<file path="config.mk">
export PLATFORM = sky130hd
export DESIGN_NAME = cursor_line_edit_buffer_top
export DESIGN_NICKNAME = d
export VERILOG_FILES = /design/src/rtl/core/clb_pkg.sv /design/src/rtl/core/clb_line_ram.sv /design/src/rtl/core/clb_out_fifo.sv /design/src/rtl/core/clb_ctrl.sv /design/src/rtl/core/cursor_line_edit_buffer_top.sv
export SDC_FILE = /design/constraint.sdc
export NUM_CORES = 1
export LEC_CHECK = 0
export BUFFER_PORTS_ARGS = -buffer_cell sky130_fd_sc_hd__buf_4
export CORE_MARGIN = 5
export CORE_UTILIZATION = 40
export CTS_CLUSTER_SIZE = 25
export DETAILED_ROUTE_END_ITERATION = 10
export PLACE_DENSITY = 0.58
export SLEW_MARGIN = 20
export SYNTH_ARGS = -nofsm -noshare
export SYNTH_HDL_FRONTEND = slang
export SYNTH_HIERARCHICAL = 1
export SYNTH_SLANG_ARGS = --single-unit
</file>
<file path="constraint.sdc">
create_clock -name clk -period 6.4 [get_ports clk]
set_input_delay 1.6 -clock clk [delete_from_list [all_inputs] [get_ports clk]]
set_output_delay 1.6 -clock clk [all_outputs]
set_load 0.01 [all_outputs]
</file>
<file path="src/rtl/core/clb_pkg.sv">
// package for the cursor line edit buffer: widths, codes and shared structs
`timescale 1ns / 1ps

package clb_pkg;

  // line store geometry
  localparam int LINE_DEPTH = 64;
  localparam int ADDR_W     = $clog2(LINE_DEPTH);
  localparam int LEN_W      = $clog2(LINE_DEPTH + 1);

  // field widths
  localparam int CMD_W    = 3;
  localparam int CHAR_W   = 8;
  localparam int STAT_W   = 2;
  localparam int CURSOR_W = 6;
  localparam int MAXC_W   = 7;
  localparam int CMP_W    = (LEN_W > MAXC_W) ? LEN_W : MAXC_W;

  // stream widths, rounded up to whole bytes
  localparam int IN_TDATA_W  = ((CMD_W + CHAR_W + 7) / 8) * 8;
  localparam int OUT_TDATA_W = ((CHAR_W + CURSOR_W + 7) / 8) * 8;

  localparam logic [MAXC_W-1:0] MAXC_RESET = MAXC_W'(64);

  // command codes
  localparam logic [CMD_W-1:0] CMD_PRINT  = 3'd0;
  localparam logic [CMD_W-1:0] CMD_INSERT = 3'd1;
  localparam logic [CMD_W-1:0] CMD_DELETE = 3'd2;
  localparam logic [CMD_W-1:0] CMD_LEFT   = 3'd3;
  localparam logic [CMD_W-1:0] CMD_RIGHT  = 3'd4;

  // status codes
  localparam logic [STAT_W-1:0] STAT_OK    = 2'd0;
  localparam logic [STAT_W-1:0] STAT_EMPTY = 2'd1;
  localparam logic [STAT_W-1:0] STAT_FULL  = 2'd2;

  typedef struct packed {
    logic [CHAR_W-1:0]   char_out;
    logic                last;
    logic [STAT_W-1:0]   status;
    logic [CURSOR_W-1:0] cursor_pos;
  } clb_result_t;

  typedef struct packed {
    logic              we;
    logic [ADDR_W-1:0] waddr;
    logic [CHAR_W-1:0] wdata;
    logic              re;
    logic [ADDR_W-1:0] raddr;
  } clb_ram_req_t;

  typedef struct packed {
    logic [1:0] level;
    logic       pop;
  } clb_fifo_stat_t;

endpackage

</file>
<file path="src/rtl/core/clb_line_ram.sv">
// simple dual port line store, one write and one registered read per cycle
`timescale 1ns / 1ps

module clb_line_ram #(
  parameter int DEPTH = 64,
  parameter int WIDTH = 8
) (
  input  logic                     clk,
  input  logic                     we,
  input  logic [$clog2(DEPTH)-1:0] waddr,
  input  logic [WIDTH-1:0]         wdata,
  input  logic                     re,
  input  logic [$clog2(DEPTH)-1:0] raddr,
  output logic [WIDTH-1:0]         rdata
);

  logic [WIDTH-1:0] mem [DEPTH];

  // write port
  always_ff @(posedge clk) begin
    if (we) begin
      mem[waddr] <= wdata;
    end
  end

  // registered read port
  always_ff @(posedge clk) begin
    if (re) begin
      rdata <= mem[raddr];
    end
  end

endmodule

</file>
<file path="src/rtl/core/clb_out_fifo.sv">
// two entry result queue between the sequencer and the output stream
`timescale 1ns / 1ps

module clb_out_fifo (
  input  logic                   clk,
  input  logic                   rst_n,
  input  logic                   push,
  input  clb_pkg::clb_result_t   push_data,
  input  logic                   out_ready,
  output logic                   out_valid,
  output clb_pkg::clb_result_t   out_data,
  output clb_pkg::clb_fifo_stat_t stat
);

  import clb_pkg::*;

  clb_result_t slot0_r, slot0_nxt;
  clb_result_t slot1_r, slot1_nxt;
  logic [1:0]  cnt_r, cnt_nxt;
  logic        pop;

  assign pop       = (cnt_r != 2'd0) && out_ready;
  assign out_valid = (cnt_r != 2'd0);
  assign out_data  = slot0_r;
  assign stat      = '{level: cnt_r, pop: pop};

  // slot0 is always the head
  always_comb begin
    slot0_nxt = slot0_r;
    slot1_nxt = slot1_r;
    cnt_nxt   = cnt_r;
    if (push && pop) begin
      if (cnt_r == 2'd1) begin
        slot0_nxt = push_data;
      end else begin
        slot0_nxt = slot1_r;
        slot1_nxt = push_data;
      end
    end else if (pop) begin
      slot0_nxt = slot1_r;
      cnt_nxt   = cnt_r - 2'd1;
    end else if (push) begin
      if (cnt_r == 2'd0) begin
        slot0_nxt = push_data;
      end else begin
        slot1_nxt = push_data;
      end
      cnt_nxt = cnt_r + 2'd1;
    end
  end

  // payload slots
  always_ff @(posedge clk) begin
    slot0_r <= slot0_nxt;
    slot1_r <= slot1_nxt;
  end

  // occupancy
  always_ff @(posedge clk) begin
    if (!rst_n) begin
      cnt_r <= 2'd0;
    end else begin
      cnt_r <= cnt_nxt;
    end
  end

  no_overflow_a : assert property (@(posedge clk) disable iff (!rst_n)
    (cnt_r == 2'd2 && push) |-> pop)
    else $error("result queue overflow");

  no_underflow_a : assert property (@(posedge clk) disable iff (!rst_n)
    cnt_r != 2'd3)
    else $error("result queue count out of range");

  count_step_a : assert property (@(posedge clk) disable iff (!rst_n)
    (push && !pop) |=> cnt_r == $past(cnt_r) + 2'd1)
    else $error("result queue count did not follow push");

endmodule

</file>
<file path="src/rtl/core/clb_ctrl.sv">
// command sequencer: decodes a request, walks the line store and emits results
`timescale 1ns / 1ps

module clb_ctrl (
  input  logic                       clk,
  input  logic                       rst_n,
  input  logic                       in_valid,
  output logic                       in_ready,
  input  logic [clb_pkg::CMD_W-1:0]  cmd,
  input  logic [clb_pkg::CHAR_W-1:0] char_in,
  input  logic                       cfg_wr_en,
  input  logic [clb_pkg::MAXC_W-1:0] cfg_wr_data,
  output clb_pkg::clb_ram_req_t      ram_req,
  input  logic [clb_pkg::CHAR_W-1:0] ram_rdata,
  input  clb_pkg::clb_fifo_stat_t    fifo_stat,
  output logic                       res_push,
  output clb_pkg::clb_result_t       res_data
);

  import clb_pkg::*;

  localparam logic [2:0] ST_IDLE   = 3'd0;
  localparam logic [2:0] ST_SHUP   = 3'd1;
  localparam logic [2:0] ST_SHDN   = 3'd2;
  localparam logic [2:0] ST_DRAIN  = 3'd3;
  localparam logic [2:0] ST_PUT    = 3'd4;
  localparam logic [2:0] ST_PRINT  = 3'd5;
  localparam logic [2:0] ST_RESULT = 3'd6;

  logic [2:0]        state_r, state_nxt;
  logic [ADDR_W-1:0] rp_r, rp_nxt;
  logic [ADDR_W-1:0] stop_r, stop_nxt;
  logic [ADDR_W-1:0] pos_r, pos_nxt;
  logic [CHAR_W-1:0] char_r, char_nxt;
  logic              ins_r, ins_nxt;
  logic [STAT_W-1:0] status_r, status_nxt;
  logic [LEN_W-1:0]  len_r, len_nxt;
  logic [ADDR_W-1:0] cur_r, cur_nxt;
  logic              before_r, before_nxt;
  logic [MAXC_W-1:0] maxc_r;
  logic              inflight_r, inflight_nxt;
  logic              rd_last_r, rd_last_nxt;
  logic              wpend_r, wpend_nxt;
  logic [ADDR_W-1:0] waddr_r, waddr_nxt;

  logic              accept;
  logic              space;
  logic [2:0]        occupancy;
  logic [CMP_W-1:0]  cap;
  logic              full;
  logic [ADDR_W-1:0] last_idx;
  logic [ADDR_W-1:0] ins_pos;
  logic [ADDR_W-1:0] del_pos;
  logic              del_move;
  logic              rd_en;
  logic [ADDR_W-1:0] rd_addr;

  assign in_ready = (state_r == ST_IDLE);
  assign accept   = in_valid && in_ready;

  // room in the result queue for one more entry, counting the read in flight
  assign occupancy = {1'b0, fifo_stat.level} + {2'b00, inflight_r} - {2'b00, fifo_stat.pop};
  assign space     = (occupancy < 3'd2);

  // capacity is the configured limit clamped to the store depth
  assign cap  = (CMP_W'(maxc_r) > CMP_W'(LINE_DEPTH)) ? CMP_W'(LINE_DEPTH) : CMP_W'(maxc_r);
  assign full = (CMP_W'(len_r) >= cap);

  assign last_idx = ADDR_W'(len_r - LEN_W'(1));
  assign ins_pos  = (len_r == '0) ? '0 : (before_r ? cur_r : cur_r + ADDR_W'(1));
  assign del_pos  = before_r ? cur_r - ADDR_W'(1) : cur_r;
  assign del_move = !before_r || (cur_r != '0);

  // next state and command decode
  always_comb begin
    state_nxt    = state_r;
    rp_nxt       = rp_r;
    stop_nxt     = stop_r;
    pos_nxt      = pos_r;
    char_nxt     = char_r;
    ins_nxt      = ins_r;
    status_nxt   = status_r;
    len_nxt      = len_r;
    cur_nxt      = cur_r;
    before_nxt   = before_r;
    inflight_nxt = 1'b0;
    rd_last_nxt  = rd_last_r;
    wpend_nxt    = 1'b0;
    waddr_nxt    = waddr_r;
    rd_en        = 1'b0;
    rd_addr      = rp_r;

    unique case (state_r)
      ST_IDLE: begin
        if (accept) begin
          status_nxt = STAT_OK;
          char_nxt   = char_in;
          ins_nxt    = 1'b0;
          state_nxt  = ST_RESULT;
          unique case (cmd)
            CMD_PRINT: begin
              if (len_r == '0) begin
                status_nxt = STAT_EMPTY;
              end else begin
                rp_nxt    = '0;
                stop_nxt  = last_idx;
                state_nxt = ST_PRINT;
              end
            end
            CMD_INSERT: begin
              if (full) begin
                status_nxt = STAT_FULL;
              end else begin
                ins_nxt = 1'b1;
                pos_nxt = ins_pos;
                rp_nxt  = last_idx;
                stop_nxt = ins_pos;
                len_nxt = len_r + LEN_W'(1);
                cur_nxt = (len_r == '0) ? '0 : cur_r + ADDR_W'(1);
                state_nxt = (LEN_W'(ins_pos) == len_r) ? ST_PUT : ST_SHUP;
              end
            end
            CMD_DELETE: begin
              if (len_r == '0) begin
                status_nxt = STAT_EMPTY;
              end else if (del_move) begin
                len_nxt = len_r - LEN_W'(1);
                if (len_r == LEN_W'(1)) begin
                  cur_nxt = '0;
                end else if (cur_r != '0) begin
                  cur_nxt = cur_r - ADDR_W'(1);
                end
                rp_nxt   = del_pos + ADDR_W'(1);
                stop_nxt = last_idx;
                if (del_pos != last_idx) begin
                  state_nxt = ST_SHDN;
                end
              end
            end
            CMD_LEFT: begin
              if (len_r == '0) begin
                status_nxt = STAT_EMPTY;
              end else if (!before_r) begin
                before_nxt = 1'b1;
              end else if (cur_r != '0) begin
                cur_nxt = cur_r - ADDR_W'(1);
              end
            end
            CMD_RIGHT: begin
              if (len_r == '0) begin
                status_nxt = STAT_EMPTY;
              end else if (before_r) begin
                before_nxt = 1'b0;
              end else if (LEN_W'(cur_r) + LEN_W'(1) < len_r) begin
                cur_nxt = cur_r + ADDR_W'(1);
              end
            end
            default: begin
              status_nxt = STAT_OK;
            end
          endcase
        end
      end
      // move characters up one place, walking down from the end
      ST_SHUP: begin
        rd_en     = 1'b1;
        wpend_nxt = 1'b1;
        waddr_nxt = rp_r + ADDR_W'(1);
        if (rp_r == stop_r) begin
          state_nxt = ST_DRAIN;
        end else begin
          rp_nxt = rp_r - ADDR_W'(1);
        end
      end
      // move characters down one place, walking up to the end
      ST_SHDN: begin
        rd_en     = 1'b1;
        wpend_nxt = 1'b1;
        waddr_nxt = rp_r - ADDR_W'(1);
        if (rp_r == stop_r) begin
          state_nxt = ST_DRAIN;
        end else begin
          rp_nxt = rp_r + ADDR_W'(1);
        end
      end
      ST_DRAIN: begin
        state_nxt = ins_r ? ST_PUT : ST_RESULT;
      end
      ST_PUT: begin
        state_nxt = ST_RESULT;
      end
      // one read per cycle while the result queue has room
      ST_PRINT: begin
        if (space) begin
          rd_en        = 1'b1;
          inflight_nxt = 1'b1;
          rd_last_nxt  = (rp_r == stop_r);
          if (rp_r == stop_r) begin
            state_nxt = ST_IDLE;
          end else begin
            rp_nxt = rp_r + ADDR_W'(1);
          end
        end
      end
      ST_RESULT: begin
        if (space && !inflight_r) begin
          state_nxt = ST_IDLE;
        end
      end
      default: begin
        state_nxt = ST_IDLE;
      end
    endcase
  end

  // store accesses: the walk read, then a shifted character or the inserted byte
  always_comb begin
    ram_req.re    = rd_en;
    ram_req.raddr = rd_addr;
    ram_req.we    = 1'b0;
    ram_req.waddr = waddr_r;
    ram_req.wdata = ram_rdata;
    if (wpend_r) begin
      ram_req.we = 1'b1;
    end else if (state_r == ST_PUT) begin
      ram_req.we    = 1'b1;
      ram_req.waddr = pos_r;
      ram_req.wdata = char_r;
    end
  end

  // result to the queue: a printed character or the single command result
  always_comb begin
    res_push = inflight_r || ((state_r == ST_RESULT) && space);
    res_data.cursor_pos = CURSOR_W'(cur_r);
    if (inflight_r) begin
      res_data.char_out = ram_rdata;
      res_data.last     = rd_last_r;
      res_data.status   = STAT_OK;
    end else begin
      res_data.char_out = '0;
      res_data.last     = 1'b1;
      res_data.status   = status_r;
    end
  end

  // control state
  always_ff @(posedge clk) begin
    if (!rst_n) begin
      state_r    <= ST_IDLE;
      len_r      <= '0;
      cur_r      <= '0;
      before_r   <= 1'b0;
      maxc_r     <= MAXC_RESET;
      inflight_r <= 1'b0;
      wpend_r    <= 1'b0;
    end else begin
      state_r    <= state_nxt;
      len_r      <= len_nxt;
      cur_r      <= cur_nxt;
      before_r   <= before_nxt;
      inflight_r <= inflight_nxt;
      wpend_r    <= wpend_nxt;
      if (cfg_wr_en) begin
        maxc_r <= cfg_wr_data;
      end
    end
  end

  // working registers
  always_ff @(posedge clk) begin
    rp_r      <= rp_nxt;
    stop_r    <= stop_nxt;
    pos_r     <= pos_nxt;
    char_r    <= char_nxt;
    ins_r     <= ins_nxt;
    status_r  <= status_nxt;
    rd_last_r <= rd_last_nxt;
    waddr_r   <= waddr_nxt;
  end

  shift_no_collide_a : assert property (@(posedge clk) disable iff (!rst_n)
    (ram_req.we && ram_req.re) |-> (ram_req.waddr != ram_req.raddr))
    else $error("store read and write hit the same entry");

  len_in_range_a : assert property (@(posedge clk) disable iff (!rst_n)
    len_r <= LEN_W'(LINE_DEPTH))
    else $error("line length beyond store depth");

  cursor_in_line_a : assert property (@(posedge clk) disable iff (!rst_n)
    (len_r != '0) |-> (LEN_W'(cur_r) < len_r))
    else $error("cursor outside the line");

  cursor_empty_a : assert property (@(posedge clk) disable iff (!rst_n)
    (len_r == '0) |-> (cur_r == '0))
    else $error("cursor not at zero on an empty line");

  push_has_room_a : assert property (@(posedge clk) disable iff (!rst_n)
    res_push |-> (fifo_stat.level != 2'd2 || fifo_stat.pop))
    else $error("result pushed into a full queue");

endmodule

</file>
<file path="src/rtl/core/cursor_line_edit_buffer_top.sv">
// top level of the cursor line edit buffer: stream ports, store, sequencer, result queue
`timescale 1ns / 1ps

// One line of up to max_chars bytes (at most 64) with a cursor and a side flag, driven by
// one command request at a time. The block takes a request only when the previous one has
// finished its work; results leave through a two entry queue, so a waiting result does not
// hold up the next request. The line lives in a memory with one write and one registered
// read port, and every shift or print walks it one entry per cycle, print only while the
// result queue has room. Print delivers one character per cycle while the output keeps up;
// insert writes the byte directly when it lands at the end of the line and otherwise first
// moves the characters after the insert point up, delete moves the characters after the
// removed one down unless nothing has to move, and left, right and rejected commands only
// update the cursor or report a status. Nothing needs clearing after reset: only entries
// below the live length are ever read.

module cursor_line_edit_buffer_top (
  input  logic                                clk,
  input  logic                                rst_n,
  input  logic                                in_tvalid,
  output logic                                in_tready,
  input  logic [clb_pkg::IN_TDATA_W-1:0]      in_tdata,   // cmd[2:0], char_in[10:3]
  output logic                                out_tvalid,
  input  logic                                out_tready,
  output logic [clb_pkg::OUT_TDATA_W-1:0]     out_tdata,  // char_out[7:0], cursor_pos[13:8]
  output logic                                out_tlast,
  output logic [clb_pkg::STAT_W-1:0]          out_tuser,  // status[1:0]
  input  logic                                cfg_wr_en,
  input  logic [clb_pkg::MAXC_W-1:0]          cfg_wr_data
);

  import clb_pkg::*;

  clb_ram_req_t      ram_req;
  logic [CHAR_W-1:0] ram_rdata;
  clb_fifo_stat_t    fifo_stat;
  logic              res_push;
  clb_result_t       res_data;
  clb_result_t       head;

  // command sequencer
  clb_ctrl u_ctrl (
    .clk         (clk),
    .rst_n       (rst_n),
    .in_valid    (in_tvalid),
    .in_ready    (in_tready),
    .cmd         (in_tdata[CMD_W-1:0]),
    .char_in     (in_tdata[CMD_W+CHAR_W-1:CMD_W]),
    .cfg_wr_en   (cfg_wr_en),
    .cfg_wr_data (cfg_wr_data),
    .ram_req     (ram_req),
    .ram_rdata   (ram_rdata),
    .fifo_stat   (fifo_stat),
    .res_push    (res_push),
    .res_data    (res_data)
  );

  // line store
  clb_line_ram #(
    .DEPTH (LINE_DEPTH),
    .WIDTH (CHAR_W)
  ) u_ram (
    .clk   (clk),
    .we    (ram_req.we),
    .waddr (ram_req.waddr),
    .wdata (ram_req.wdata),
    .re    (ram_req.re),
    .raddr (ram_req.raddr),
    .rdata (ram_rdata)
  );

  // result queue
  clb_out_fifo u_fifo (
    .clk       (clk),
    .rst_n     (rst_n),
    .push      (res_push),
    .push_data (res_data),
    .out_ready (out_tready),
    .out_valid (out_tvalid),
    .out_data  (head),
    .stat      (fifo_stat)
  );

  // output packing
  assign out_tdata = OUT_TDATA_W'({head.cursor_pos, head.char_out});
  assign out_tlast = head.last;
  assign out_tuser = head.status;

endmodule
</file>
==> run summary, run 1 <==
status = complete, no violations
placed cell area = 27700 um2
clk_skew = 0.0167 ns
hold crit path type = register to register
final cell count without fillers = 2545
IO Pins = 49
Area growth syn-to-layout = 12.0%
Critical Path Slowest Stage Cell = o21ai_0
Unique masters post-synth = 90
Final ANT Viol Nets = 0
Die Footprint = 71800 um2
Worst Hold Slack = 0.496 ns
Global Route Usage Sum = 17.3%
CTS Hold Buffers Added = 0
top cell type's share of synthesized area = 66.6%
largest net degree at the start of global routing = 117
Ys Warns = 6
worst r2r path cells = 12
DRT Wirelength = 62700 um
worst-path cell chain = buf_4 -> nand2b_1 -> inv_1 -> ha_1 -> nor2b_1 -> fa_1 -> or3_1 -> o21ai_0 -> nand2_1 -> and3_1 -> mux2_4
max-cap violation count = 0
startpoint class of the critical path = input pin
fin worst setup slack = 1.85 ns
layout cell share with drive strength beyond 1 = 20.6%
total power = 14.0 mW
Synth Area in XOR/XNOR = 1.71%
std cell rows = 94
reg-to-reg slack, setup = 2.12 ns
Max FO, Critical Path = 17
max_slew headroom = 26.9%
drc violations = 0
router iterations before antenna repair = 5
post-DP HPWL = 39000 um
via count = 14600
main flop type after synthesis = edfxtp_1
Post-Place Cells = 2423
RSZ-0062 raised after global routing = no
Post-Layout Inst Area = 29800 um2
GR Overflow Total = 0
Yosys top cell by area = edfxtp_1
Mapped Area = 26600 um2
Hold Path End = u_ctrl/maxc_r[3]$_SDFFE_PN0P_
simple-gate share of the synthesized area = 6.95%
maximum VDD drop = 0.000388 V
Pwr Density = 471 nW/um2
number of synthesized register bits = 618
post-cts resize count = 0
PortBufs = 41
Syn Inst Count = 1593
die outline height = 268 um
EDFF count, synth = 590
Seq/Total Area, Yosys = 68.7%
fraction of registers with async set/reset = 0%
post-CTS setup buffer count = 0
main combinational cell family by area after synthesis = multiplexers
first-pass GRT wire length = 93100 um
worst-skew pair later-pin latency = 0.60 ns
Iter 0 DRT Violations = 1472
Clock Path Buffers = 3
CP required = 6.75 ns
Setup WS pre-CTS = 1.19 ns
setup TNS = 0 ns
Final setup violation count = 0
CP Capture Type = register
CORE AREA = 65900 um2
antenna diode count = 0
Avg WL per Cell = 24.6 um
mux contribution to synthesized area = 13.1%
nets = 1683
CTS Sinks = 618
Starting Density = 40.4%
Reg clk slew, reported paths = 0.06 ns
vias in the first global route = 14400
GP Congestion = 0.872
post-synthesis compound-gate area fraction = 5.78%
final core utilization = 45.3%
synth top area cells = edfxtp_1 67%, mux4_2 10%, dfxtp_1 2.1%
root buffer cell = clkbuf_16
worst hold stages = 2
Worst Path Arrival = 4.90 ns
Num CTS Buffers = 67
count leader, synth = edfxtp_1
Hold Path Origin = u_ctrl/maxc_r[3]$_SDFFE_PN0P_
H-tree depth = 3
initial antenna violation count = 0
CTS tree = done
Pins Over Slew Limit = 0
Final period util = 71.1%
WS Path Type = input pin to register
Pleak = 9.51 nW
fmax = 220 MHz
Worst-Margin Slew = 1.09 ns
FF-to-FF Start = u_fifo/cnt_r[1]$_SDFFE_PN0P_
commonest cells in the netlist = 590 x edfxtp_1, 145 x nor2_1, 124 x mux4_2, 57 x nand2_1, 38 x clkbuf_1
Hold Vio Cnt, Final = 0
adder-cell area share of the yosys netlist = 1.30%
worst reg2reg path endpoint = u_fifo/out_data[9]$_DFFE_PP_
Die Width = 268 um
Vias/cell = 5.72
Mapped Avg Cell Area = 16.7 um2
CP peak stage delay = 0.55 ns
Tmin final = 4.55 ns
Fillers = 5665
worst max path at each step:
stage,start,endpoint,slack (ns)
after floorplan,out_tready,u_fifo/slot1_r[0]$_DFFE_PP_,0.85
after global placement,out_tready,u_fifo/out_data[10]$_DFFE_PP_,1.28
after detailed placement,out_tready,u_fifo/out_data[9]$_DFFE_PP_,1.19
after CTS,out_tready,u_fifo/out_data[9]$_DFFE_PP_,1.85
after global routing,out_tready,u_fifo/out_data[9]$_DFFE_PP_,1.65
final,out_tready,u_fifo/out_data[9]$_DFFE_PP_,1.85
layout by cell type, fill, tap and decap left out, types with 10 or more instances in the layout:
master,instances
a211oi_1,11
a21oi_1,30
a221oi_1,12
a22oi_1,10
a31oi_1,12
and2_1,15
buf_4,54
clkbuf_1,17
clkbuf_16,71
clkinv_1,15
clkinv_2,11
dfxtp_1,28
edfxtp_1,590
ha_1,26
inv_1,28
mux2_2,20
mux2_4,12
mux2i_1,30
mux4_2,124
nand2_1,57
nand2b_1,12
nand3_1,30
nor2_1,144
nor2b_1,17
nor3_1,18
o21ai_0,33
o22ai_1,25
or2_2,10
or3_1,10
xnor2_1,36
xor2_1,14
worst max-delay path: cells and delay by family:
kind            cells  cell delay [ns]
fa+ha+maj           2             0.76
compound gates      1             0.55
mux                 1             0.43
buf+inv             2             0.23
simple gates        5             1.29
final cells by class:
class,instances,area [um2],area share (%)
inverter,36,135,0.453
multi-input combinational,848,7700,25.8
tap,864,1080,3.63
clock buffer,89,1850,6.22
clock inverter,33,297,0.995
sequential,618,18300,61.3
timing repair buffer,57,465,1.56
kinds of logic after synthesis:
logic type,after synthesis
flops,618
simple gates,369
buf+inv,128
xor+xnor,51
fa+ha+maj,27
mux,186
other cells,1
compound gates,213
report_power, final:
group	internal [mW]	total (mW)	switching (mW)
Clock	2.21	3.77	1.56
Sequential	5.53	5.70	0.174
Combinational	1.57	4.56	2.99
registers in the layout, indices dropped and copies added, names as in the netlist:
name	flops
u_ram/mem	512
u_ctrl/wpend_r	1
u_ctrl/len_r	7
u_ctrl/rd_last_r	1
u_ctrl/before_r	1
u_ctrl/state_r	3
u_fifo/cnt_r	2
u_ctrl/status_r	2
u_fifo/out_data	17
u_ctrl/ins_r	1
u_ctrl/maxc_r	7
u_ctrl/pos_r	6
u_fifo/slot1_r	17
u_ctrl/waddr_r	6
u_ram/rdata	8
u_ctrl/cur_r	6
u_ctrl/inflight_r	1
u_ctrl/stop_r	6
u_ctrl/rd_addr	6
u_ctrl/char_r	8
per-layer routing:
metal	global-route usage, %	vias to the layer above	part of all wire (%)
met3	3.23	74	6.8
met5	0	-	0
met2	28.1	489	48
met4	4.46	0	1.8
met1	24.3	7586	43
li1	-	6415	-
No activity file was read; power rests on OpenSTA's default activity.
==> run 2, diff against run 1 <==
--- a/config.mk
+++ b/config.mk
@@ -5,12 +5,13 @@
 export SDC_FILE = /design/constraint.sdc
 export NUM_CORES = 1
 export LEC_CHECK = 0
+export ABC_AREA = 1
 export BUFFER_PORTS_ARGS = -buffer_cell sky130_fd_sc_hd__buf_4
 export CORE_MARGIN = 5
 export CORE_UTILIZATION = 40
 export CTS_CLUSTER_SIZE = 25
 export DETAILED_ROUTE_END_ITERATION = 10
-export PLACE_DENSITY = 0.58
+export PLACE_DENSITY = 0.6
 export SLEW_MARGIN = 20
 export SYNTH_ARGS = -nofsm -noshare
 export SYNTH_HDL_FRONTEND = slang
==> constraint.sdc (replaced) <==
create_clock -name clk -period 4.15 [get_ports clk]
set_input_delay 1.0375 -clock clk [delete_from_list [all_inputs] [get_ports clk]]
set_output_delay 1.0375 -clock clk [all_outputs]
set_load 0.01 [all_outputs]
==> run 2 against run 1 <==
  * Worst hold slack gained 0.0018 ns
  * Die area grew 4.6%
  * Utilization is essentially flat
  * Sequential share of layout area shrank 2.7 points
  * Combinational power grew 92%
  * Largest power group unchanged
==> run summary, run 2 <==
Mapped Area = 27900 um2
max_slew headroom = 35.4%
worst-skew pair later-pin latency = 0.60 ns
post-synthesis compound-gate area fraction = 2.29%
clk_skew = 0.0210 ns
Pins Over Slew Limit = 0
Reg power frac = 37.1%
fmax = 268 MHz
Area growth syn-to-layout = 11.8%
largest net degree at the start of global routing = 121
Reg clk slew, reported paths = 0.05 ns
Ys Warns = 6
Seq/Total Area, Yosys = 65.5%
WS Path Type = register to register
Max FO, Critical Path = 14
Final ANT Viol Nets = 0
footprint of the multi-input gates = 8200 um2
most frequent cells in the layout = 914 x nand2_1, 590 x edfxtp_1, 512 x nand3_1, 130 x nor2_1, 116 x inv_1
Final setup violation count = 0
final cell count without fillers = 3680
NetSw = 9.22 mW
adder-cell area share of the yosys netlist = 1.24%
Yosys top cell by area = edfxtp_1
Unique masters post-synth = 54
CORE AREA = 68800 um2
Starting Density = 40.5%
vias in the first global route = 18500
IO Pins = 49
CTS Sinks = 618
post-DP HPWL = 43500 um
EDFF count, synth = 590
Die Footprint = 75100 um2
CP Capture Type = register
max-cap violation count = 0
number of synthesized register bits = 618
Final period util = 89.8%
Vias/cell = 5.23
Num CTS Buffers = 67
simple-gate share of the synthesized area = 24.8%
via count = 19200
fraction of registers with async set/reset = 0%
main combinational cell family by area after synthesis = simple AND/OR/NAND/NOR gates
Die Width = 274 um
Sw Ratio = 39.1%
status = complete, no violations
commonest non-fill, non-tap cell in the layout = nand2_1
Post-Layout Inst Area = 31200 um2
Global Route Usage Sum = 18.2%
CP required = 4.37 ns
commonest cells in the netlist = 914 x nand2_1, 590 x edfxtp_1, 512 x nand3_1, 130 x nor2_1, 118 x inv_1
router iterations before antenna repair = 7
post-CTS setup buffer count = 0
std cell rows = 96
layout cell share with drive strength beyond 1 = 9.06%
CTS Hold Buffers Added = 0
FF/Latch Area = 18300 um2
Syn Inst Count = 2679
antenna diode count = 0
Mapped Avg Cell Area = 10.4 um2
GP Congestion = 0.881
Tmin final = 3.73 ns
Pint = 14.3 mW
Setup WS pre-CTS = 0.413 ns
initial antenna violation count = 0
drc violations = 0
Pleak = 11.8 nW
mux contribution to synthesized area = 0.565%
Fillers = 6307
root buffer cell = clkbuf_16
first-pass GRT wire length = 107000 um
max reg flops = 512
part of the power in the clock network = 25.8%
Synth Area in XOR/XNOR = 0.471%
Pwr Density = 756 nW/um2
Post-Place Cells = 3560
main flop type after synthesis = edfxtp_1
fin worst setup slack = 0.422 ns
Hold Vio Cnt, Final = 0
Worst-Margin Slew = 0.969 ns
count leader, synth = nand2_1
H-tree depth = 3
setup TNS = 0 ns
top cell type's share of synthesized area = 63.5%
Avg WL per Cell = 18.9 um
Iter 0 DRT Violations = 1904
die outline height = 274 um
CTS tree = done
final core utilization = 45.3%
startpoint class of the critical path = register
synth top area cells = edfxtp_1 64%, nand2_1 12%, nand3_1 9.2%
GR Overflow Total = 0
post-cts resize count = 0
RSZ-0062 raised after global routing = no
maximum VDD drop = 0.000455 V
DRT Wirelength = 69700 um
nets = 2753
placed cell area = 28900 um2
Worst Path Arrival = 3.94 ns
Comb pwr share = 37.1%
Clock Path Buffers = 3
hold crit path type = register to register
PortBufs = 41
Reg with most FFs = u_ram/mem
total power = 23.6 mW
Worst Hold Slack = 0.498 ns
## run 2: cell count changes after synthesis, sizes merged, moves of 18 or more
cell    before  now
buf         53  121
clkbuf      39   18
inv         33  132
mux2        32   14
mux2i       30    0
mux4       124    0
nand2       58  921
nand3       30  513
o21ai       35   54
o22ai       25    0
xnor2       37    2
## run 2: critical path, cell delays in order (launching register included)
cell and delay (ns):
dfxtp_1 0.57, inv_1 0.20, nor2_1 0.15, nand2_1 0.39, mux2_2 0.43, inv_1 0.09, nor3_1 0.30, nand2_1 0.49
nor2_1 0.72
## run 2: logic make-up (layout without fill, tap and decap cells)
group                      after synthesis  in the layout
and+or+nand+nor                       1618           1618
DFF                                    618            618
buffers and inverters                  273            342
AOI/OAI and AO/OA                      113            113
adders and majority gates               27             27
xor gates and xnor gates                15             15
muxes                                   14             14
other                                    1              2
## run 2: layout make-up
class	count	area share, %
inverters	134	1.64
clock buffers	76	5.59
clock inverters	44	1.61
multi-input cells	1789	26.3
flip-flops and latches	618	58.7
repair buffers	88	2.44
well taps	931	3.74
## run 2: power by group through the flow
stage | logic (mW) | registers (mW) | clock network (mW)
after floorplan | 5.84 | 8.77 | 0
after global placement | 8.57 | 8.86 | 0
after detailed placement | 8.71 | 8.87 | 0
after CTS | 8.74 | 8.75 | 6.20
after global routing | 9.57 | 8.78 | 6.45
final | 8.75 | 8.75 | 6.07
## run 2: final timing paths
path,slack [ns],to,cells past startpoint,startpoint
min reg2reg,0.50,u_ctrl/maxc_r[6]$_SDFFE_PN1P_,2,u_ctrl/maxc_r[6]$_SDFFE_PN1P_
max reg2reg,0.42,u_ram/mem[59][1]$_DFFE_PP_,8,u_ctrl/state_r[2]$_SDFFE_PN0P_
max,0.42,u_ram/mem[59][1]$_DFFE_PP_,8,u_ctrl/state_r[2]$_SDFFE_PN0P_
min,0.50,u_ctrl/maxc_r[6]$_SDFFE_PN1P_,2,u_ctrl/maxc_r[6]$_SDFFE_PN1P_
## run 2: metal layers
metal / wire length [um] / up-vias / share of wire (%) / global-route usage, %
met4: 1620 / 0 / 2.3 / 4.87
met2: 33300 / 602 / 48 / 30.0
met1: 30600 / 9295 / 44 / 25.3
met3: 4100 / 105 / 5.9 / 3.03
met5: 0 / - / 0 / 0
li1: - / 9232 / - / -
